<file path="config.mk">
export PLATFORM = sky130hd
export DESIGN_NAME = bcr_fifo
export DESIGN_NICKNAME = d
export VERILOG_FILES = /design/src/hdl/bcr_pkg.sv /design/src/hdl/bcr_fifo.sv
export SDC_FILE = /design/constraint.sdc
export NUM_CORES = 1
export LEC_CHECK = 0
export ABC_AREA = 1
export BUFFER_PORTS_ARGS = -buffer_cell sky130_fd_sc_hd__buf_2
export CORE_ASPECT_RATIO = 0.7
export CORE_MARGIN = 1
export CORE_UTILIZATION = 50
export CTS_CLUSTER_SIZE = 24
export DETAILED_ROUTE_END_ITERATION = 7
export MAX_ROUTING_LAYER = met4
export PLACE_DENSITY = 0.76
export SLEW_MARGIN = 40
export SYNTH_ARGS = -nofsm -noshare
export SYNTH_HDL_FRONTEND = slang
export SYNTH_SLANG_ARGS = --single-unit
</file>
<file path="constraint.sdc">
create_clock -name clk -period 7.3 [get_ports clk]
set_input_delay 0.73 -clock clk [delete_from_list [all_inputs] [get_ports clk]]
set_output_delay 0.73 -clock clk [all_outputs]
set_load 0.02 [all_outputs]
</file>
<file path="src/hdl/bcr_pkg.sv">
`default_nettype none
package bcr_pkg;

  localparam int STORE_BYTES = 65536;
  localparam int ADDR_W      = $clog2(STORE_BYTES);
  localparam int MAX_DIM     = 1024;
  localparam int DIM_W       = 11;
  localparam int COORD_W     = $clog2(MAX_DIM);
  localparam int WEIGHT_BITS = 12;
  localparam int DIV_STEPS   = COORD_W + WEIGHT_BITS;
  localparam int NUM_W       = 2 * DIM_W + 1;
  localparam int DEN_W       = DIM_W + 1;
  localparam int REM_W       = NUM_W - COORD_W;
  localparam int PROD_W      = 2 * DIM_W;
  localparam int CH_W        = 3;
  localparam int CHAN_W      = 2;
  localparam int MAX_CH      = 4;
  localparam int BYTE_W      = 8;
  localparam int FULL_ADDR_W = PROD_W + CH_W;
  localparam int NBR         = 4;
  localparam int NBR_W       = 2;
  localparam int WGT_W       = WEIGHT_BITS + 1;
  localparam int ONE         = 1 << WEIGHT_BITS;
  localparam int SHIFT       = 2 * WEIGHT_BITS;
  localparam int ROW_W       = BYTE_W + WEIGHT_BITS + 1;
  localparam int PIX_W       = ROW_W + WGT_W;
  localparam int FIFO_DEPTH  = 4;
  localparam int FIFO_PTR_W  = $clog2(FIFO_DEPTH);
  localparam int FIFO_CNT_W  = FIFO_PTR_W + 1;
  localparam int CFG_ADDR_W  = 5;
  localparam int CFG_DATA_W  = 32;
  localparam int COL_W       = 10;
  localparam int SIDX_W      = 16;

  typedef enum logic {
    OP_WRITE   = 1'b0,
    OP_REQUEST = 1'b1
  } op_t;

  typedef enum logic [2:0] {
    REG_SRC_H  = 3'd0,
    REG_SRC_W  = 3'd1,
    REG_CHN    = 3'd2,
    REG_RSZ_H  = 3'd3,
    REG_RSZ_W  = 3'd4,
    REG_CROP_H = 3'd5,
    REG_CROP_W = 3'd6
  } cfg_reg_t;

  typedef struct packed {
    logic [DIM_W-1:0] src_h;
    logic [DIM_W-1:0] src_w;
    logic [CH_W-1:0]  chn;
    logic [DIM_W-1:0] rsz_h;
    logic [DIM_W-1:0] rsz_w;
    logic [DIM_W-1:0] crop_h;
    logic [DIM_W-1:0] crop_w;
  } cfg_t;

  typedef struct packed {
    op_t               op;
    logic [SIDX_W-1:0] sidx;
    logic [BYTE_W-1:0] sbyte;
    logic              err;
    logic [CHAN_W-1:0] ch;
  } side_t;

  typedef struct packed {
    op_t                             op;
    logic [SIDX_W-1:0]               sidx;
    logic [BYTE_W-1:0]               sbyte;
    logic                            err;
    logic [NBR-1:0][ADDR_W-1:0]      addr;
    logic [WEIGHT_BITS-1:0]          fx;
    logic [WEIGHT_BITS-1:0]          fy;
  } cmd_t;

  function automatic logic dim_ok(input logic [DIM_W-1:0] d);
    return (d != '0) && (d <= DIM_W'(MAX_DIM));
  endfunction

endpackage
`default_nettype wire

</file>
<file path="src/hdl/bcr_fifo.sv">
`default_nettype none
// Show-ahead command queue between the front and the back.
module bcr_fifo (
  input  wire logic          clk,
  input  wire logic          rst_n,
  input  wire logic          wr_en,
  input  wire bcr_pkg::cmd_t wr_data,
  output logic               q_full,
  input  wire logic          rd_en,
  output bcr_pkg::cmd_t      rd_data,
  output logic               q_empty
);

  bcr_pkg::cmd_t                 slot_r [bcr_pkg::FIFO_DEPTH];
  logic [bcr_pkg::FIFO_PTR_W-1:0] wp_r, rp_r;
  logic [bcr_pkg::FIFO_CNT_W-1:0] cnt_r;
  logic do_wr, do_rd;

  assign q_full  = cnt_r == bcr_pkg::FIFO_CNT_W'(bcr_pkg::FIFO_DEPTH);
  assign q_empty = cnt_r == '0;
  assign do_wr   = wr_en && !q_full;
  assign do_rd   = rd_en && !q_empty;
  assign rd_data = slot_r[rp_r];

  always_ff @(posedge clk) begin
    if (!rst_n) begin
      wp_r  <= '0;
      rp_r  <= '0;
      cnt_r <= '0;
    end else begin
      if (do_wr) begin
        wp_r <= wp_r + bcr_pkg::FIFO_PTR_W'(1);
      end
      if (do_rd) begin
        rp_r <= rp_r + bcr_pkg::FIFO_PTR_W'(1);
      end
      if (do_wr && !do_rd) begin
        cnt_r <= cnt_r + bcr_pkg::FIFO_CNT_W'(1);
      end else if (do_rd && !do_wr) begin
        cnt_r <= cnt_r - bcr_pkg::FIFO_CNT_W'(1);
      end
    end
  end

  always_ff @(posedge clk) begin
    if (do_wr) begin
      slot_r[wp_r] <= wr_data;
    end
  end

endmodule
`default_nettype wire

</file>
==> impl_metrics.ini <==
[clocking]
clock_latency_ps = 540
post_cts_resized = 0
cts_tree = yes
clock-sinks = 465
cts_hold_buf = 0
clkSlewWorstSetupHoldPaths_ps = 60
clockBufferDepth = 3
cts_setup_buffers = 0
ctsHtreeMaxLevel = 2
root_buffer = clkbuf_16
numCtsBuffers = 43

[detailed_routing]
viasPerCell = 5.41
drtPass1Iterations = 5
vias = 10300
drt-total-wl_mm = 37.4
antenna_left = 0
drc = 0
first_iter_violations = 889
wl_per_cell_um = 19.6

[critical_path]
cp-start-kind = register
end_kind = output pin
worstSetupPathType = reg -> out
cp-endpoint = rd_data[22]
crit_arrival_ps = 2980
timing.rr.end = slot_r[2][30]$_DFFE_PP_
worst_r2r_startpoint = cnt_r[0]$_SDFFE_PN0P_
critPathRequiredTime_ps = 6570
critPathMaxFanout = 70
reg2reg_depth = 6
regToRegSetupSlack_ps = 4950

[global_routing]
grt_pass1_wl_mm = 55.8
grt_pass1_vias = 9742
antenna_found_initial = 12
track_usage = 0.214
grt_max_degree = 138
grt-ovfl-total = 0

[yosys]
avgSynthCellArea_um2 = 14.9
syn-cell-area_um2 = 17500
yosysWarningCount = 0
synth.yosys.seq_area_share = 0.794
syn_nets = 1296
netlist_instances = 1172
ys_ff_latch = 465
ys_types = 23

[placed_design]
dp.final_hpwl_mm = 21.2
placed_cell_area_um2 = 18900
gp_congestion = 0.773
place.port_buffers = 233

[layout]
final_common_cell = edfxtp_1
utilization = 0.602
syn_to_final_growth_pct = 16.8
final_cell_area_um2 = 20400
nFillCells = 2601
seqCellArea_um2 = 13900
nNetsFinal = 1521
final_cell_mix = edfxtp_1 (456), nor2_1 (238), buf_2 (233)
multi_input_area_um2 = 2990
drive_gt1_frac = 0.225

[die]
fp-row-count = 56
start_util = 0.515
die_h_um = 158
die-area_um2 = 35700
dieWidth_um = 225
ios = 234
core_um2 = 33900

[sta]
fin_tns_setup_ps = 0
finalSetupViolCount = 0
min_period_ps = 3710
fmax_mhz = 269
grt_setup_unrepaired = no
worst_pin_slew_ps = 769
period_share = 0.509
slew_viol_final = 0
skew_ps = 11.2
slew_headroom = 0.487
hold_viol_final = 0

[power]
share_comb_of_total_power = 0.255
p_seq_frac = 0.448
clkPwrFrac = 0.297
power.internal_mw = 5.10
ir_drop_uv = 260
p_sw_mw = 2.39
power.density_nw_per_um2 = 367
p_leak_nw = 7.12
switching_share = 0.319

[worst_hold_path]
hold_path.class = in -> reg
worstHoldPathCells = 1

[status]
status = completed

[run]
drv_cap = 0
## flip-flops by register name, indices dropped and copies added (netlist names), named ones only
register and flops:
rp_r 2, cnt_r 3, slot_r 456, wp_r 2
## cell usage after synthesis
| library cell | n | area (µm²) |
|---|---|---|
| a21oi_1 | 3 | 15.0 |
| buf_2 | 15 | 75.1 |
| buf_4 | 14 | 105 |
| buf_6 | 26 | 293 |
| buf_8 | 1 | 15.0 |
| clkbuf_1 | 10 | 37.5 |
| clkbuf_2 | 7 | 35.0 |
| clkbuf_8 | 1 | 13.8 |
| dfxtp_1 | 9 | 180 |
| edfxtp_1 | 456 | 13700 |
| fa_1 | 1 | 20.0 |
| ha_1 | 5 | 62.6 |
| inv_1 | 16 | 60.1 |
| inv_2 | 1 | 3.75 |
| inv_4 | 1 | 6.26 |
| nand2_1 | 15 | 56.3 |
| nand3_1 | 4 | 20.0 |
| nand3b_1 | 1 | 7.51 |
| nor2_1 | 242 | 908 |
| o21ai_0 | 112 | 561 |
| o21ai_1 | 117 | 586 |
| o22ai_1 | 114 | 713 |
| xor2_1 | 1 | 8.76 |
## power by group through the flow
stage	Sequential, mW	Clock (mW)	Combinational, mW
floorplan	3.40	0	1.35
global placement	3.40	0	1.84
detailed placement	3.41	0	1.90
CTS	3.36	2.27	1.91
global route	3.38	2.38	2.06
finish	3.35	2.22	1.91
## logic make-up after synthesis
| family | after synthesis | synth area share |
|---|---|---|
| compound gates | 346 | 0.107 |
| xor+xnor | 1 | 0.000501 |
| fa+ha+maj | 6 | 0.00473 |
| buf+inv | 92 | 0.0369 |
| flops | 465 | 0.794 |
| simple gates | 262 | 0.0568 |
## routing by layer
layer | up-vias | wire length (µm) | global-route usage
li1 | 4896 | - | -
met1 | 5038 | 16200 | 0.283
met2 | 362 | 17300 | 0.329
met3 | 47 | 3280 | 0.0548
met4 | 0 | 601 | 0.0603
met5 | - | 0 | -
## area by class of cell
cell class | count | share of cell area
diodes | 18 | 0.00221
clock buffers | 54 | 0.0568
clock inverters | 23 | 0.0113
inverters | 18 | 0.00374
multi-input cells | 615 | 0.146
flip-flops and latches | 465 | 0.680
well taps | 464 | 0.0284
repair buffers | 254 | 0.0712
## stage by stage
stage	instances	hold slack (ps)	setup WS, ps	total power, mW
after floorplan	1172	465	1130	4.75
after global placement	1808	487	3770	5.25
after detailed placement	1814	485	3990	5.32
after CTS	1891	364	3400	7.53
after global routing	1905	377	3350	7.82
final	1911	399	3590	7.48
## worst min path at each step
stage	from	slack (ps)	endpoint
after global routing	wr_data[101]	380	slot_r[1][101]$_DFFE_PP_
after detailed placement	rp_r[1]$_SDFFE_PN0P_	490	register
after global placement	rp_r[0]$_SDFFE_PN0P_	490	rp_r[0]$_SDFFE_PN0P_
after floorplan	rp_r[1]$_SDFFE_PN0P_	460	register
after CTS	wr_data[113]	360	slot_r[1][113]$_DFFE_PP_
final	wr_data[112]	400	slot_r[1][112]$_DFFE_PP_
## critical path, stage by stage (launching register included)
cell and delay, ps:
dfxtp_4 640, clkinv_2 710, buf_6 500, o21ai_1 170, o22ai_1 120, buf_2 180
Power figures use the tool's default switching activity.
